<file path="config.mk">
export PLATFORM = sky130hd
export DESIGN_NAME = utf16_to_utf8_stream_encoder_unit_flat
export DESIGN_NICKNAME = d
export VERILOG_FILES = /design/src/hw/rtl/u16u8_pkg.sv /design/src/hw/rtl/u16u8_if.sv /design/src/hw/rtl/u16u8_front.sv /design/src/hw/rtl/u16u8_queue.sv /design/src/hw/rtl/u16u8_back.sv /design/src/hw/rtl/utf16_to_utf8_stream_encoder_unit.sv /design/src/flat_wrapper.sv
export SDC_FILE = /design/constraint.sdc
export NUM_CORES = 1
export LEC_CHECK = 0
export ABC_CLOCK_PERIOD_IN_PS = 3600
export BUFFER_PORTS_ARGS = -buffer_cell sky130_fd_sc_hd__buf_2
export CORE_MARGIN = 5
export CORE_UTILIZATION = 60
export CTS_BUF_LIST = sky130_fd_sc_hd__clkbuf_4
export CTS_CLUSTER_DIAMETER = 30
export DETAILED_ROUTE_END_ITERATION = 8
export GPL_TIMING_DRIVEN = 0
export HOLD_SLACK_MARGIN = 0.15
export PLACE_DENSITY = 0.79
export SLEW_MARGIN = 20
export SYNTH_ARGS = -nofsm -noshare
export SYNTH_HDL_FRONTEND = slang
export SYNTH_SLANG_ARGS = --single-unit
</file>
<file path="constraint.sdc">
create_clock -name clk -period 3.6 [get_ports clk]
set_clock_uncertainty 0.2 [all_clocks]
set_input_delay 0.54 -clock clk [delete_from_list [all_inputs] [get_ports clk]]
set_output_delay 0.54 -clock clk [all_outputs]
set_load 0.005 [all_outputs]
</file>
<file path="src/hw/rtl/u16u8_pkg.sv">
// shared types, constants and byte-encoding function for the utf-16 to utf-8 encoder
// no dependencies; imported by the front, queue, back and top level modules

package u16u8_pkg;

    // code unit ranges and utf-8 lead patterns
    localparam logic [15:0] HIGH_SURR_LO = 16'hD800;
    localparam logic [15:0] HIGH_SURR_HI = 16'hDBFF;
    localparam logic [15:0] LOW_SURR_LO  = 16'hDC00;
    localparam logic [15:0] LOW_SURR_HI  = 16'hDFFF;
    localparam logic [20:0] SUPP_BASE    = 21'h10000;
    localparam logic [15:0] LIMIT_1BYTE  = 16'h0080;
    localparam logic [15:0] LIMIT_2BYTE  = 16'h0800;
    localparam logic [7:0]  LEAD_2BYTE   = 8'hC0;
    localparam logic [7:0]  LEAD_3BYTE   = 8'hE0;
    localparam logic [7:0]  LEAD_4BYTE   = 8'hF0;
    localparam logic [7:0]  CONT_BYTE    = 8'h80;

    // sequence length codes (length minus one)
    localparam logic [1:0] LEN_1 = 2'd0;
    localparam logic [1:0] LEN_2 = 2'd1;
    localparam logic [1:0] LEN_3 = 2'd2;
    localparam logic [1:0] LEN_4 = 2'd3;

    // bytes of a flushed lone high surrogate
    localparam logic [2:0] PRE_BYTES = 3'd3;

    // front to back queue
    localparam int QDEPTH = 2;
    localparam int QPTR_W = (QDEPTH > 1) ? $clog2(QDEPTH) : 1;
    localparam int QCNT_W = $clog2(QDEPTH + 1);

    // one job: an optional flushed high surrogate, then an optional code point
    typedef struct packed {
        logic        pre_valid;
        logic [9:0]  pre_bits;
        logic        main_valid;
        logic [20:0] main_code;
        logic [1:0]  main_len_m1;
        logic        eot;
    } job_t;

    // byte idx of the utf-8 sequence of length len_m1+1 for code point c
    function automatic logic [7:0] enc_byte(input logic [20:0] c,
                                            input logic [1:0]  len_m1,
                                            input logic [1:0]  idx);
        logic [1:0] pos;
        logic [7:0] b;
        pos = len_m1 - idx;
        if (idx == 2'd0)
        begin
            case (len_m1)
                LEN_1:   b = {1'b0, c[6:0]};
                LEN_2:   b = LEAD_2BYTE | {3'b000, c[10:6]};
                LEN_3:   b = LEAD_3BYTE | {4'b0000, c[15:12]};
                LEN_4:   b = LEAD_4BYTE | {5'b00000, c[20:18]};
                default: b = {1'b0, c[6:0]};
            endcase
        end
        else
        begin
            case (pos)
                2'd0:    b = CONT_BYTE | {2'b00, c[5:0]};
                2'd1:    b = CONT_BYTE | {2'b00, c[11:6]};
                2'd2:    b = CONT_BYTE | {2'b00, c[17:12]};
                default: b = CONT_BYTE | {2'b00, c[5:0]};
            endcase
        end
        return b;
    endfunction

endpackage

</file>
<file path="src/hw/rtl/u16u8_if.sv">
// valid/ready channel interfaces for utf-16 code units and utf-8 bytes
// no dependencies beyond the language; used by the front, back and top level

interface u16u8_unit_if;
    logic        valid;
    logic        ready;
    logic [15:0] code_unit;
    logic        end_of_text;

    modport source (output valid, output code_unit, output end_of_text, input ready);
    modport sink   (input valid, input code_unit, input end_of_text, output ready);
endinterface

interface u16u8_byte_if;
    logic       valid;
    logic       ready;
    logic [7:0] utf8_byte;
    logic       run_last;
    logic       text_last;

    modport source (output valid, output utf8_byte, output run_last, output text_last,
                    input ready);
    modport sink   (input valid, input utf8_byte, input run_last, input text_last,
                    output ready);
endinterface

</file>
<file path="src/hw/rtl/u16u8_front.sv">
// front end: accepts code units, pairs surrogates and pushes encoding jobs
// depends on u16u8_pkg and u16u8_unit_if

module u16u8_front (
    input  logic                 clk,
    input  logic                 rst_n,
    u16u8_unit_if.sink           unit_in,
    output logic                 push_valid,
    output u16u8_pkg::job_t      push_job,
    input  logic                 push_ready
);
    import u16u8_pkg::*;

    logic       held_valid_reg;
    logic       held_valid_next;
    logic [9:0] held_bits_reg;
    logic [9:0] held_bits_next;
    logic       is_high;
    logic       is_low;
    logic       accept;
    logic       hold_now;
    logic [1:0] unit_len_m1;
    job_t       job;

    // classify the incoming unit
    always_comb
    begin
        is_high = (unit_in.code_unit >= HIGH_SURR_LO) && (unit_in.code_unit <= HIGH_SURR_HI);
        is_low  = (unit_in.code_unit >= LOW_SURR_LO) && (unit_in.code_unit <= LOW_SURR_HI);
        if (unit_in.code_unit < LIMIT_1BYTE)
            unit_len_m1 = LEN_1;
        else if (unit_in.code_unit < LIMIT_2BYTE)
            unit_len_m1 = LEN_2;
        else
            unit_len_m1 = LEN_3;
    end

    // build the job for this beat
    always_comb
    begin
        job          = '0;
        job.eot      = unit_in.end_of_text;
        job.pre_bits = held_bits_reg;
        hold_now     = 1'b0;
        if (held_valid_reg && is_low)
        begin
            job.main_valid  = 1'b1;
            job.main_code   = SUPP_BASE + {1'b0, held_bits_reg, unit_in.code_unit[9:0]};
            job.main_len_m1 = LEN_4;
        end
        else
        begin
            job.pre_valid = held_valid_reg;
            if (is_high && !unit_in.end_of_text)
                hold_now = 1'b1;
            else
            begin
                job.main_valid  = 1'b1;
                job.main_code   = {5'b00000, unit_in.code_unit};
                job.main_len_m1 = unit_len_m1;
            end
        end
    end

    assign unit_in.ready = push_ready;
    assign accept        = unit_in.valid && push_ready;
    assign push_valid    = accept && (job.pre_valid || job.main_valid);
    assign push_job      = job;

    // held high surrogate
    always_comb
    begin
        held_valid_next = held_valid_reg;
        held_bits_next  = held_bits_reg;
        if (accept)
        begin
            held_valid_next = hold_now;
            held_bits_next  = hold_now ? unit_in.code_unit[9:0] : 10'd0;
        end
    end

    always_ff @(posedge clk or negedge rst_n)
    begin
        if (!rst_n)
        begin
            held_valid_reg <= 1'b0;
            held_bits_reg  <= 10'd0;
        end
        else
        begin
            held_valid_reg <= held_valid_next;
            held_bits_reg  <= held_bits_next;
        end
    end

endmodule

</file>
<file path="src/hw/rtl/u16u8_queue.sv">
// small job fifo between the front end and the byte sequencer
// depends on u16u8_pkg

module u16u8_queue (
    input  logic                 clk,
    input  logic                 rst_n,
    input  logic                 push_valid,
    input  u16u8_pkg::job_t      push_job,
    output logic                 push_ready,
    output logic                 pop_valid,
    output u16u8_pkg::job_t      pop_job,
    input  logic                 pop_ready
);
    import u16u8_pkg::*;

    job_t              mem_reg [QDEPTH];
    logic [QPTR_W-1:0] wr_ptr_reg;
    logic [QPTR_W-1:0] wr_ptr_next;
    logic [QPTR_W-1:0] rd_ptr_reg;
    logic [QPTR_W-1:0] rd_ptr_next;
    logic [QCNT_W-1:0] count_reg;
    logic [QCNT_W-1:0] count_next;
    logic              do_push;
    logic              do_pop;

    assign push_ready = (count_reg != QCNT_W'(QDEPTH));
    assign pop_valid  = (count_reg != '0);
    assign pop_job    = mem_reg[rd_ptr_reg];
    assign do_push    = push_valid && push_ready;
    assign do_pop     = pop_valid && pop_ready;

    // pointer and count update
    always_comb
    begin
        wr_ptr_next = wr_ptr_reg;
        rd_ptr_next = rd_ptr_reg;
        count_next  = count_reg;
        if (do_push)
            wr_ptr_next = (wr_ptr_reg == QPTR_W'(QDEPTH - 1)) ? '0 : wr_ptr_reg + 1'b1;
        if (do_pop)
            rd_ptr_next = (rd_ptr_reg == QPTR_W'(QDEPTH - 1)) ? '0 : rd_ptr_reg + 1'b1;
        if (do_push && !do_pop)
            count_next = count_reg + 1'b1;
        else if (do_pop && !do_push)
            count_next = count_reg - 1'b1;
    end

    always_ff @(posedge clk or negedge rst_n)
    begin
        if (!rst_n)
        begin
            wr_ptr_reg <= '0;
            rd_ptr_reg <= '0;
            count_reg  <= '0;
        end
        else
        begin
            wr_ptr_reg <= wr_ptr_next;
            rd_ptr_reg <= rd_ptr_next;
            count_reg  <= count_next;
        end
    end

    // entry storage
    always_ff @(posedge clk)
    begin
        if (do_push)
            mem_reg[wr_ptr_reg] <= push_job;
    end

endmodule

</file>
<file path="src/hw/rtl/u16u8_back.sv">
// byte sequencer: walks one job a byte at a time into a registered output beat
// depends on u16u8_pkg and u16u8_byte_if

module u16u8_back (
    input  logic                 clk,
    input  logic                 rst_n,
    input  logic                 pop_valid,
    input  u16u8_pkg::job_t      pop_job,
    output logic                 pop_ready,
    u16u8_byte_if.source         byte_out
);
    import u16u8_pkg::*;

    job_t        cur_reg;
    job_t        cur_next;
    logic        cur_valid_reg;
    logic        cur_valid_next;
    logic [2:0]  step_reg;
    logic [2:0]  step_next;
    logic        ov_reg;
    logic        ov_next;
    logic [7:0]  obyte_reg;
    logic [7:0]  obyte_next;
    logic        orun_reg;
    logic        orun_next;
    logic        otext_reg;
    logic        otext_next;
    logic [2:0]  total_m1;
    logic        in_pre;
    logic [1:0]  main_idx;
    logic [20:0] pre_code;
    logic [7:0]  cur_byte;
    logic        is_last;
    logic        out_free;
    logic        emit;

    // position within the job
    always_comb
    begin
        if (cur_reg.pre_valid)
            total_m1 = cur_reg.main_valid ? (PRE_BYTES + {1'b0, cur_reg.main_len_m1})
                                          : (PRE_BYTES - 3'd1);
        else
            total_m1 = {1'b0, cur_reg.main_len_m1};
        in_pre   = cur_reg.pre_valid && (step_reg < PRE_BYTES);
        main_idx = cur_reg.pre_valid ? 2'(step_reg - PRE_BYTES) : step_reg[1:0];
        pre_code = {5'b00000, 6'b110110, cur_reg.pre_bits};
        cur_byte = in_pre ? enc_byte(pre_code, LEN_3, step_reg[1:0])
                          : enc_byte(cur_reg.main_code, cur_reg.main_len_m1, main_idx);
        is_last  = (step_reg == total_m1);
    end

    assign out_free  = !ov_reg || byte_out.ready;
    assign emit      = cur_valid_reg && out_free;
    assign pop_ready = !cur_valid_reg || (emit && is_last);

    // sequencer and output register
    always_comb
    begin
        cur_next       = cur_reg;
        cur_valid_next = cur_valid_reg;
        step_next      = step_reg;
        ov_next        = ov_reg;
        obyte_next     = obyte_reg;
        orun_next      = orun_reg;
        otext_next     = otext_reg;
        if (byte_out.ready)
            ov_next = 1'b0;
        if (emit)
        begin
            ov_next    = 1'b1;
            obyte_next = cur_byte;
            orun_next  = is_last;
            otext_next = is_last && cur_reg.eot;
            step_next  = step_reg + 3'd1;
            if (is_last)
                cur_valid_next = 1'b0;
        end
        if (pop_valid && pop_ready)
        begin
            cur_next       = pop_job;
            cur_valid_next = 1'b1;
            step_next      = 3'd0;
        end
    end

    always_ff @(posedge clk or negedge rst_n)
    begin
        if (!rst_n)
        begin
            cur_valid_reg <= 1'b0;
            step_reg      <= 3'd0;
            ov_reg        <= 1'b0;
        end
        else
        begin
            cur_valid_reg <= cur_valid_next;
            step_reg      <= step_next;
            ov_reg        <= ov_next;
        end
    end

    always_ff @(posedge clk)
    begin
        cur_reg   <= cur_next;
        obyte_reg <= obyte_next;
        orun_reg  <= orun_next;
        otext_reg <= otext_next;
    end

    assign byte_out.valid     = ov_reg;
    assign byte_out.utf8_byte = obyte_reg;
    assign byte_out.run_last  = orun_reg;
    assign byte_out.text_last = otext_reg;

endmodule

</file>
<file path="src/hw/rtl/utf16_to_utf8_stream_encoder_unit.sv">
// utf-16 to utf-8 stream encoder, top level: front end, job queue, byte sequencer
// a unit's first byte passes through its queue entry, the sequencer's job register and the output register
// the sequencer emits one output byte per cycle while byte_out is ready, so a unit gives 1 to 3
// bytes (4 for a surrogate pair, up to 6 when a held unit is flushed)
// input beats are taken every cycle while the two-entry job queue has room
// reset (async, active low) empties the queue and drops any held high surrogate

module utf16_to_utf8_stream_encoder_unit (
    input  logic          clk,
    input  logic          rst_n,
    u16u8_unit_if.sink    code_in,
    u16u8_byte_if.source  byte_out
);
    import u16u8_pkg::*;

    logic push_valid;
    logic push_ready;
    job_t push_job;
    logic pop_valid;
    logic pop_ready;
    job_t pop_job;

    // classify units and pair surrogates
    u16u8_front u_front (
        .clk        (clk),
        .rst_n      (rst_n),
        .unit_in    (code_in),
        .push_valid (push_valid),
        .push_job   (push_job),
        .push_ready (push_ready)
    );

    // decouple front end from byte output
    u16u8_queue u_queue (
        .clk        (clk),
        .rst_n      (rst_n),
        .push_valid (push_valid),
        .push_job   (push_job),
        .push_ready (push_ready),
        .pop_valid  (pop_valid),
        .pop_job    (pop_job),
        .pop_ready  (pop_ready)
    );

    // emit bytes
    u16u8_back u_back (
        .clk       (clk),
        .rst_n     (rst_n),
        .pop_valid (pop_valid),
        .pop_job   (pop_job),
        .pop_ready (pop_ready),
        .byte_out  (byte_out)
    );

endmodule

</file>
<file path="src/flat_wrapper.sv">
// flat-port wrapper written by rule: the top's interface ports become plain ports
module utf16_to_utf8_stream_encoder_unit_flat import u16u8_pkg::*;
  (clk, rst_n, code_in_valid, code_in_code_unit, code_in_end_of_text, code_in_ready, byte_out_valid, byte_out_utf8_byte, byte_out_run_last, byte_out_text_last, byte_out_ready);
  u16u8_unit_if code_in_i ();
  u16u8_byte_if byte_out_i ();
  input  logic clk;
  input  logic rst_n;
  input wire logic [$bits(code_in_i.valid)-1:0] code_in_valid;
  input wire logic [$bits(code_in_i.code_unit)-1:0] code_in_code_unit;
  input wire logic [$bits(code_in_i.end_of_text)-1:0] code_in_end_of_text;
  output wire logic [$bits(code_in_i.ready)-1:0] code_in_ready;
  output wire logic [$bits(byte_out_i.valid)-1:0] byte_out_valid;
  output wire logic [$bits(byte_out_i.utf8_byte)-1:0] byte_out_utf8_byte;
  output wire logic [$bits(byte_out_i.run_last)-1:0] byte_out_run_last;
  output wire logic [$bits(byte_out_i.text_last)-1:0] byte_out_text_last;
  input wire logic [$bits(byte_out_i.ready)-1:0] byte_out_ready;
  assign code_in_i.valid = code_in_valid;
  assign code_in_i.code_unit = code_in_code_unit;
  assign code_in_i.end_of_text = code_in_end_of_text;
  assign code_in_ready = code_in_i.ready;
  assign byte_out_valid = byte_out_i.valid;
  assign byte_out_utf8_byte = byte_out_i.utf8_byte;
  assign byte_out_run_last = byte_out_i.run_last;
  assign byte_out_text_last = byte_out_i.text_last;
  assign byte_out_i.ready = byte_out_ready;
  utf16_to_utf8_stream_encoder_unit u_core (.clk(clk), .rst_n(rst_n), .code_in(code_in_i), .byte_out(byte_out_i));
endmodule
</file>
### Yosys cells after proc, flatten, opt, wreduce, memory -nomap -nowiden

Memories as Yosys holds them, arrays and structs flattened. A register that Yosys moved wholly into a read port is not among the register bits.
Index checks and enable logic that the tools add are counted.

| cells by class | value |
|---|---|
| multiplexer cells | 30 |
| reduce and logical (&&, ||, !) cells | 31 |
| equal/unequal tests | 9 |
| add/sub/neg operators | 10 |
| $lt $le $gt $ge | 7 |

Operators with widths:

| cell | number |
|---|---|
| $mux 24 | 2 |
| $ge 16x16->1 const B | 2 |
| $le 16x16->1 const B | 2 |
| $pmux 8 s4 | 1 |
| $mux 8 | 3 |
| $pmux 6 s2 | 2 |
| $add 17x20->21 const A | 1 |
| $lt 16x12->1 const B | 1 |
| $lt 16x8->1 const B | 1 |
| $logic_and 1x1->1 | 14 |
| $mux 1 | 12 |
| $mux 3 | 4 |
| $mux 10 | 1 |
| $mux 2 | 5 |
| $reduce_bool 2->1 | 5 |
| $eq 2x2->1 const B | 4 |
| $eq 2x1->1 const B | 3 |
| $logic_not 2->1 | 3 |
| $logic_not 1->1 | 5 |
| $add 2x2->3 const A | 1 |
| $add 3x1->3 const B | 1 |
| $eq 3x3->1 | 1 |
| $logic_or 1x1->1 | 3 |
| $lt 3x2->1 const B | 1 |
| 8 further kinds | 9 |

| storage, ports and cells | value |
|---|---|
| bits of input ports | 21 |
| bits in registers | 30 |
| bits in writable memories | 72 |
| memories | 1 |
| output and inout port bits | 12 |
| logic and storage cells | 99 |

Memory list:

| name | words | bits a word | read ports | clocked after memory_dff | write ports | line | text |
|---|---|---|---|---|---|---|---|
| u_core.u_queue.mem_reg | 2 | 36 | 1 | 1 | 1 | u16u8_queue.sv:16 | `job_t mem_reg [QDEPTH];` |

### Longest topological paths before layout

Gate-level depths: netlist of the first run.

| logic depth | value |
|---|---|
| depth after elaboration | 12 |
| depth in mapped cells | 11 |

### Hierarchy

Synthesis of the first run repeated with hierarchy kept, for this count alone.

| unflattened totals | value |
|---|---|
| cell total of the unflattened synthesis | 409 |
| area total of the unflattened synthesis | 6,133.4 um^2 |

Modules (own cells, without submodules):

| module | seq. area each (um^2) | area each (um^2) | instances | cells an instance |
|---|---|---|---|---|
| u16u8_queue | 2,262.2 | 2,941.6 | 1 | 130 |
| u16u8_back | 1,506.4 | 2,439.8 | 1 | 182 |
| u16u8_front | 275.3 | 752.0 | 1 | 97 |

### Worst setup path after synthesis of the first run

OpenSTA, ideal clock, no wires.

| path | value |
|---|---|
| path type | input to register |
| start point | input code_in_code_unit[12] |
| end point | memory u_core.u_queue.mem_reg[1][0] (netlist name), enable pin |
| library setup time | 0.429 ns |
| arrival time | 2.485 ns |
| path slack | 0.486 ns |
| cell stages on the path | 5 |
| path buffers | 1 |
| cells stage by stage | nand4_1 > or4_1 > buf_2 > o21ai_2 > nor2_1 |

| between the ends | value |
|---|---|
| cells in the longest elaborated chain, start to end | 10 |
| elaborated cells on any way between the ends | 16 |

RTL lines:

| item | line | text |
|---|---|---|
| start, declared | flat_wrapper.sv:9 | `input wire logic [$bits(code_in_i.code_unit)-1:0] code_in_code_unit;` |
| $ge 16x16->1 / $le 16x16->1 (equally long branches) | u16u8_front.sv:28 | `is_high = (unit_in.code_unit >= HIGH_SURR_LO) && (unit_in.code_unit <= HIGH_SURR_HI);` |
| $logic_and 1x1->1 | u16u8_front.sv:28 |  |
| $logic_and 1x1->1 | u16u8_front.sv:54 | `if (is_high && !unit_in.end_of_text)` |
| $mux 24 | u16u8_front.sv:54 |  |
| $mux 24 | u16u8_front.sv:45 | `if (held_valid_reg && is_low)` |
| $logic_or 1x1->1 (*) | u16u8_front.sv:67 | `assign push_valid = accept && (job.pre_valid \|\| job.main_valid);` |
| $logic_and 1x1->1 (*) | u16u8_front.sv:67 |  |
| $logic_and 1x1->1 (*) | u16u8_queue.sv:29 | `assign do_push = push_valid && push_ready;` |
| $mux 1 (*) | u16u8_queue.sv:67 | `if (do_push)` |
| $mux 1 (not written as such) (*) | u16u8_queue.sv:68 | `mem_reg[wr_ptr_reg] <= push_job;` |
| end, declared | u16u8_queue.sv:16 |  |

Every way passes the cells marked *; elsewhere a longest branch is shown, timed or not.

### Worst setup path after layout of the first run

| path | value |
|---|---|
| start point | register u_core.u_back.step_reg[0] |
| end point | register u_core.u_back.obyte_reg[1], in the netlist u_core.u_back.byte_out.utf8_byte[1] (data pin) |

| between the ends | value |
|---|---|
| cells in the longest elaborated chain, start to end | 7 |
| elaborated cells on any way between the ends | 17 |

RTL lines:

| item | line | text |
|---|---|---|
| start, declared | u16u8_back.sv:18 | `logic [2:0] step_reg;` |
| start signal, assigned | u16u8_back.sv:98 | `step_reg <= step_next;` |
| $sub 2x2->2 | u16u8_back.sv:46 | `main_idx = cur_reg.pre_valid ? 2'(step_reg - PRE_BYTES) : step_reg[1:0];` |
| $mux 2 | u16u8_back.sv:46 |  |
| $sub 2x2->2 | u16u8_pkg.sv:49 | `pos = len_m1 - idx;` |
| $eq 2x2->1 / $eq 2x1->1 (equally long branches) | u16u8_pkg.sv:62 | `case (pos)` |
| $pmux 6 s2 | u16u8_pkg.sv:62 |  |
| $mux 8 | u16u8_pkg.sv:50 | `if (idx == 2'd0)` |
| $mux 8 (*) | u16u8_back.sv:48 | `cur_byte = in_pre ? enc_byte(pre_code, LEN_3, step_reg[1:0])` |
| net u_core.u_back.cur_byte[1] | u16u8_back.sv:32 | `logic [7:0] cur_byte;` |
| end signal, assigned | u16u8_back.sv:106 | `obyte_reg <= obyte_next;` |
| end, declared | u16u8_back.sv:22 | `logic [7:0] obyte_reg;` |

Mark *: on every way through the listed nets, which the timed path passes. The rest lies on a longest branch.
A chain may end at the register's enable or synchronous reset.

==> flow_metrics.py, run 1 <==
metrics = {
    "run_status": {
        "status": "finished clean",
    },
    "route": {
        "via_count": 3488,
        "routedWlPerCell_um": 18.1,
        "totalWireLength_um": 11100,
        "postRouteAntennaNets": 0,
        "drc": 0,
        "first_iter_violations": 260,
        "via_per_inst": 5.66,
        "drt_pass1_iterations": 4,
    },
    "critical_path": {
        "crit_required_ns": 3.68,
        "path_class": "flip-flop to flip-flop",
        "critPathLaunchType": "flip-flop",
        "setup.worst_path.end_class": "flip-flop",
        "crit_fanout": 10,
        "worstPathArrival_ns": 3.04,
    },
    "global_route": {
        "grtUsageTotal_pct": 20.8,
        "grt_pass1_wl_um": 18200,
        "top_usage_layer": "met2",
        "antenna_found_initial": 0,
        "grt_use_met3_pct": 5.81,
        "first_global_vias": 3575,
        "grt_start_max_net_pins": 37,
        "grt.overflow.total": 0,
        "grt_use_met2_pct": 33.0,
        "use_met1_pct": 27.4,
    },
    "floorplanning": {
        "coreArea_um2": 9730,
        "die_w_um": 109,
        "die_area_um2": 12000,
        "io_pins": 33,
        "rows": 36,
        "initial_utilization_pct": 61.0,
        "die_y_um": 109,
    },
    "cells_and_area": {
        "drive_gt1_share_pct": 26.1,
        "num_antenna_cells": 0,
        "fin_nets": 504,
        "area_growth_pct": 14.5,
        "final_core_util_pct": 69.9,
        "nFillCells": 664,
        "largest_reg_flops": 72,
    },
    "power": {
        "p_sw_mw": 1.77,
        "p_int_mw": 3.54,
        "p_leak_nw": 2.46,
        "switching_share_pct": 33.4,
        "power.density_nw_per_um2": 781,
        "vdd_drop_max_v": 0.000330,
        "seqPwrFrac_pct": 45.4,
        "p_comb_share_pct": 36.1,
        "clockPowerShare_pct": 18.5,
    },
    "place": {
        "io_buffers": 32,
        "place_ws_ns": 0.720,
        "gp_congestion": 0.832,
        "dp_hpwl_um": 7730,
    },
    "cts": {
        "cts_max_level": 4,
        "clk_latency_ns": 0.52,
        "clock_sinks": 138,
        "cts_setup_buffers": 0,
        "ctsResizeCount": 0,
        "cts_buffers": 17,
        "hold_buffers": 18,
        "path_clk_slew_ns": 0.11,
        "cts_tree": "built",
        "cts-root-buf": "clkbuf_4",
        "cts_buffer_depth": 2,
    },
    "logic_synthesis": {
        "syn_area_per_cell_um2": 14.9,
        "synthArstFlopShare_pct": 14.5,
        "synthesis.area_um2": 5940,
        "synth_nets": 433,
        "synth-edff-count": 118,
        "ys_types": 59,
        "synth_cells": 399,
        "ys_seq_elements": 138,
        "ys_seq_area_share_pct": 68.1,
        "synth_ff_type": "edfxtp_1",
        "yosys_warnings": 0,
    },
    "sta": {
        "setup_ws_ns": 0.638,
        "fin_crit_sh_pct": 82.3,
        "final_hold_viol_count": 0,
        "relSlewSlack_pct": 47.6,
        "slew_violations": 0,
        "finalSetupViolations": 0,
        "worstMarginPinSlew_ns": 0.785,
        "fmax_mhz": 338,
        "rsz0062_at_grt": "no",
        "period_needed_ns": 2.96,
    },
    "flow_run": {
        "drv_cap": 0,
    },
    "hold_path": {
        "hp-class": "input pin to flip-flop",
    },
}
[stage by stage]
| stage | hold slack, ns | power (mW) | cells | setup TNS (ns) | area (µm²) |
|---|---|---|---|---|---|
| 2_1_floorplan | 0.0444 | 3.78 | 399 | 0 | 5940 |
| 3_3_place_gp | 0.283 | 4.22 | 564 | -42.46 | 6270 |
| 3_5_place_dp | 0.302 | 4.32 | 566 | 0 | 6340 |
| 4_1_cts | 0.172 | 5.32 | 616 | 0 | 6800 |
| 5_1_grt | 0.161 | 5.63 | 616 | 0 | 6800 |
| 6_report | 0.219 | 5.31 | 616 | 0 | 6800 |
[layout by cell type (no fill, tap or decap), types with 3 or more instances in the layout]
cell,n
nand2_1,29
clkbuf_4,18
a2111oi_0,4
xnor2_1,5
clkinv_2,3
ha_1,13
clkinvlp_4,4
and2_1,13
o211a_1,5
mux2_2,36
a22o_1,5
a31oi_1,5
buf_2,36
edfxtp_1,118
a22oi_1,7
nand3_1,11
nor2b_1,3
dfrtp_1,20
dlygate4sd3_1,18
nor2_1,12
a21oi_1,5
clkinv_4,3
clkbuf_1,9
nand2b_1,4
inv_1,13
xor2_1,6
mux2i_1,3
o21ai_0,20
[worst paths after layout]
check	from	end	slack (ns)	depth (start not counted)
setup / recovery	u_core.u_back.step_reg[0]$_DFFE_PN0P_	u_core.u_back.byte_out.utf8_byte[1]$_DFFE_PP_	0.64	10
hold / removal	code_in_valid	u_core.u_front.held_valid_reg$_DFFE_PN0P_	0.22	4
setup reg to reg	u_core.u_back.step_reg[0]$_DFFE_PN0P_	u_core.u_back.byte_out.utf8_byte[1]$_DFFE_PP_	0.64	10
hold reg to reg	u_core.u_queue.count_reg[1]$_DFFE_PN0P_	u_core.u_queue.count_reg[1]$_DFFE_PN0P_	0.32	1
max in group asynchronous	rst_n	u_core.u_front.held_valid_reg$_DFFE_PN0P_	2.50	2
min in group asynchronous	rst_n	u_core.u_front.held_bits_reg[7]$_DFFE_PN0P_	0.33	2
[critical path, stage by stage (launching register included)]
cell,delay [ns]
dfrtp_1,0.47
buf_4,0.21
inv_1,0.05
ha_1,0.32
mux2i_1,0.17
xor2_1,0.22
inv_1,0.07
ha_1,0.26
a221oi_1,0.39
nand3_1,0.13
a41o_1,0.24
[power by group through the flow]
| stage | clock network, mW | registers [mW] | logic (mW) |
|---|---|---|---|
| 6_report | 0.984 | 2.41 | 1.92 |
| 3_5_place_dp | 0 | 2.45 | 1.88 |
| 5_1_grt | 1.08 | 2.44 | 2.10 |
| 3_3_place_gp | 0 | 2.44 | 1.78 |
| 4_1_cts | 0.997 | 2.41 | 1.91 |
| 2_1_floorplan | 0 | 2.42 | 1.37 |
[routing by layer]
| layer | part of all wire [%] | vias up | routed length, µm |
|---|---|---|---|
| li1 | - | 1665 | - |
| met3 | 5.1 | 17 | 565 |
| met5 | 0 | - | 0 |
| met1 | 44 | 1695 | 4920 |
| met2 | 49 | 111 | 5450 |
| met4 | 1.8 | 0 | 195 |
[layout make-up]
type | instances | area (µm²) | area share, %
plain buffers | 17 | 87.6 | 1.29
repair buffers | 52 | 395 | 5.81
clock buffers | 18 | 135 | 1.99
multi-input cells | 230 | 1770 | 26.0
well taps | 133 | 166 | 2.45
clock inverters | 14 | 149 | 2.19
inverters | 14 | 52.6 | 0.773
flip-flops and latches | 138 | 4040 | 59.5
[cell usage after synthesis (all sizes together) (5+ instances only)]
library cell	count	share of area, %
nand2	29	1.8
clkbuf	9	0.57
a22oi	7	0.88
ha	13	2.7
and2	13	1.4
edfxtp	118	60
o211a	5	0.84
nor2	14	0.88
dfrtp	20	8.4
xor2	6	0.88
xnor2	5	0.74
a31oi	5	0.53
buf	8	0.91
mux2	36	6.8
nand3	11	0.93
o21ai	22	2.0
a22o	5	0.74
inv	13	0.82
a21oi	7	0.84
a2111oi	5	0.84
[logic make-up (layout without fill, tap and decap cells)]
logic type | count (synthesis) | in the layout | synth area share (%)
adder cells (fa/ha/maj) | 13 | 13 | 2.74
AND/OR/NAND/NOR | 89 | 89 | 7.75
AO/OA/AOI/OAI | 78 | 78 | 10.1
multiplexers | 39 | 39 | 7.33
XOR/XNOR | 11 | 11 | 1.62
buffers and inverters | 31 | 115 | 2.36
flip-flops | 138 | 138 | 68.1
Note: power is estimated with default switching activity, not from simulation.
==> inputs of run 2 (changes only) <==
--- a/config.mk
+++ b/config.mk
@@ -5,16 +5,17 @@
 export SDC_FILE = /design/constraint.sdc
 export NUM_CORES = 1
 export LEC_CHECK = 0
-export ABC_CLOCK_PERIOD_IN_PS = 3600
+export ABC_AREA = 1
+export ABC_CLOCK_PERIOD_IN_PS = 2600
 export BUFFER_PORTS_ARGS = -buffer_cell sky130_fd_sc_hd__buf_2
 export CORE_MARGIN = 5
-export CORE_UTILIZATION = 60
+export CORE_UTILIZATION = 57
 export CTS_BUF_LIST = sky130_fd_sc_hd__clkbuf_4
 export CTS_CLUSTER_DIAMETER = 30
 export DETAILED_ROUTE_END_ITERATION = 8
 export GPL_TIMING_DRIVEN = 0
 export HOLD_SLACK_MARGIN = 0.15
-export PLACE_DENSITY = 0.79
+export PLACE_DENSITY = 0.78
 export SLEW_MARGIN = 20
 export SYNTH_ARGS = -nofsm -noshare
 export SYNTH_HDL_FRONTEND = slang
==> constraint.sdc (replaced) <==
create_clock -name clk -period 2.6 [get_ports clk]
set_clock_uncertainty 0.2 [all_clocks]
set_input_delay 0.39 -clock clk [delete_from_list [all_inputs] [get_ports clk]]
set_output_delay 0.39 -clock clk [all_outputs]
set_load 0.005 [all_outputs]
==> run 2 against run 1 <==
Cell area is 3.3% higher. Global-route usage fell by 0.48 points. Final cell count rose by 24%. Die area grew 4.5%. Sequential cell count unchanged. Count of clock-buffer cells in the layout did not move. Via count grew 17%. Register-to-register slack worse by 0.61 ns. Combinational power is 98% higher. Fmax rose by 15%. Critical path depth increased by 4. Clock power is 47% higher.
==> flow_metrics.py, run 2 <==
metrics = {
    "sta": {
        "period_needed_ns": 2.58,
        "slew_violations": 0,
        "rsz0062_at_grt": "yes",
        "setup_ws_ns": 0.0246,
        "worstMarginPinSlew_ns": 0.547,
        "fin_crit_sh_pct": 99.1,
        "final_hold_viol_count": 0,
        "relSlewSlack_pct": 63.5,
        "finalSetupViolations": 0,
        "fmax_mhz": 388,
    },
    "floorplanning": {
        "die_y_um": 112,
        "rows": 37,
        "die_area_um2": 12500,
        "io_pins": 33,
        "die_w_um": 112,
        "coreArea_um2": 10200,
        "initial_utilization_pct": 57.9,
    },
    "global_route": {
        "grt_start_max_net_pins": 40,
        "grt_pass1_wl_um": 19800,
        "grtUsageTotal_pct": 20.4,
        "grt.overflow.total": 0,
        "antenna_found_initial": 1,
        "first_global_vias": 4243,
    },
    "cts": {
        "clock_sinks": 138,
        "cts_tree": "built",
        "cts_max_level": 4,
        "cts-root-buf": "clkbuf_4",
        "path_clk_slew_ns": 0.12,
        "clk_latency_ns": 0.52,
        "cts_buffer_depth": 2,
        "cts_buffers": 17,
    },
    "cells_and_area": {
        "nFillCells": 697,
        "multi_input_area_um2": 1670,
        "final_common_cell": "nand2_1",
        "final_core_util_pct": 68.7,
        "stdcell_area_um2": 7020,
        "layout_common_cells": "162 x nand2_1, 118 x edfxtp_1, 56 x inv_1",
        "area_growth_pct": 18.6,
        "fin_nets": 647,
        "largest_reg_flops": 72,
        "drive_gt1_share_pct": 19.0,
        "register_area_um2": 4050,
    },
    "logic_synthesis": {
        "ys_seq_area_share_pct": 68.3,
        "synth_nets": 560,
        "syn_area_per_cell_um2": 11.3,
        "synth_top_area_cell": "edfxtp_1",
        "ys_types": 43,
        "synth_commonest_cells": "164 x nand2_1, 118 x edfxtp_1, 60 x inv_1",
        "synth_ff_type": "edfxtp_1",
        "yosys_warnings": 0,
        "synth_cells": 526,
        "yosys-top-cells-area": "edfxtp_1 60%, nand2_1 10%, dfrtp_1 8.4%",
        "yosysMostFrequentCell": "nand2_1",
        "synth.top_cell.area_share_pct": 59.8,
        "ys_seq_elements": 138,
        "synth-edff-count": 118,
        "synthArstFlopShare_pct": 14.5,
        "synthesis.area_um2": 5920,
    },
    "place": {
        "io_buffers": 32,
        "dpl-instance-area_um2": 6310,
        "place_ws_ns": -0.368,
        "dp_hpwl_um": 8230,
        "gp_congestion": 0.904,
    },
    "run_status": {
        "status": "finished clean",
    },
    "critical_path": {
        "crit_start": "u_core.u_back.cur_reg[35]$_DFFE_PP_",
        "worstPathArrival_ns": 2.65,
        "critical_path.top_delay_family": "adder cells",
        "crit_fanout": 7,
        "critPathLaunchType": "flip-flop",
        "slowest_stage": "edfxtp_1",
        "max_stage_delay_ns": 0.41,
        "crit_chain": "buf_6, inv_6, nand2_2, nand2_4, ha_4, xor2_2, xor2_1, inv_1, ha_4, inv_6, nor2_4, a31oi_1, a21oi_2, a21oi_2",
        "setup.worst_path.end_class": "flip-flop",
        "crit_buf_inv": 4,
        "path_class": "flip-flop to flip-flop",
        "cp_num_cells": 14,
        "crit_required_ns": 2.67,
        "rr_worst_depth": 14,
        "rr_startpoint": "u_core.u_back.cur_reg[35]$_DFFE_PP_",
    },
    "route": {
        "routedWlPerCell_um": 16.0,
        "via_count": 4073,
        "wl_met3_um": 752,
        "first_iter_violations": 330,
        "via_per_inst": 5.34,
        "totalWireLength_um": 12200,
        "highest_layer": "met4",
        "wl_met1_um": 4800,
        "wl_met2_um": 6240,
        "postRouteAntennaNets": 0,
        "drc": 0,
        "drt_pass1_iterations": 5,
    },
    "power": {
        "power.density_nw_per_um2": 1260,
        "p_leak_nw": 2.90,
        "vdd_drop_max_v": 0.000771,
    },
    "flow_run": {
        "drv_cap": 0,
    },
    "hold_path": {
        "hp-class": "input pin to asynchronous set/reset pin",
    },
}
## run 2: routing by layer
layer / track usage [%] / vias to the layer above
met5: 0 / -
met4: 8.89 / 0
met3: 5.16 / 37
met2: 34.8 / 167
met1: 24.5 / 1908
li1: - / 1961
## run 2: logic make-up (layout without fill, tap and decap cells)
family / count (synthesis) / count (layout) / share of synthesized area [%]
and+or+nand+nor: 230 / 230 / 16.4
DFF: 138 / 138 / 68.3
buffers and inverters: 79 / 179 / 5.26
AOI/OAI and AO/OA: 59 / 59 / 6.29
adders and majority gates: 13 / 13 / 2.75
xor gates and xnor gates: 7 / 7 / 1.03
other: 0 / 1 / 0
## run 2: path summary, 6_finish.rpt
path                                                                      end  slack [ns]
worst max register to register  u_core.u_back.byte_out.utf8_byte[5]$_DFFE_PP_        0.02
min in group clk                      u_core.u_queue.count_reg[0]$_DFFE_PN0P_        0.28
worst max-delay path            u_core.u_back.byte_out.utf8_byte[5]$_DFFE_PP_        0.02
worst min register to register        u_core.u_queue.count_reg[0]$_DFFE_PN0P_        0.28
max in group asynchronous               u_core.u_back.step_reg[0]$_DFFE_PN0P_        1.57
worst min-delay path                    u_core.u_back.step_reg[2]$_DFFE_PN0P_        0.26
## run 2: report_power, final
group	internal [mW]	switching [mW]
Sequential	3.34	0.258
Clock	0.682	0.767
Combinational	1.41	2.38
Total	5.43	3.41
## run 2: worst reg2reg max path, cell delays in order (launching register included)
cell	delay (ns)
edfxtp_1	0.41
buf_6	0.15
inv_6	0.06
nand2_2	0.05
nand2_4	0.07
ha_4	0.13
xor2_2	0.14
xor2_1	0.22
inv_1	0.10
ha_4	0.34
inv_6	0.06
nor2_4	0.07
a31oi_1	0.05
a21oi_2	0.22
a21oi_2	0.05
## run 2: per-stage QoR
step	power [mW]	cells	setup TNS (ns)	hold WS, ns
final	8.84	763	0	0.260
after global placement	6.63	694	-29.00	0.169
after detailed placement	6.78	696	-8.28	0.172
after global routing	9.42	763	-0.142	0.243
after floorplan	5.84	526	0	-0.106
after CTS	8.61	760	-0.0244	0.285
## run 2: cell type report
type,count,share of cell area (%)
multi-input combinational,309,23.8
buffer,13,0.873
tap,136,2.42
clock inverter,14,2.42
sequential,138,57.6
inverter,66,3.78
timing repair buffer,68,7.20
clock buffer,18,1.92
antenna,1,0.0356
## run 2: repair_timing
| item | in CTS | in global routing |
|---|---|---|
| hold endpoints to repair | 74 | 0 |
| setup buffers | 10 | 2 |
| setup endpoints to repair | 46 | 7 |
| gates resized for setup | 15 | 14 |
| pin swaps | 4 | 4 |
| hold buffers | 22 | 0 |
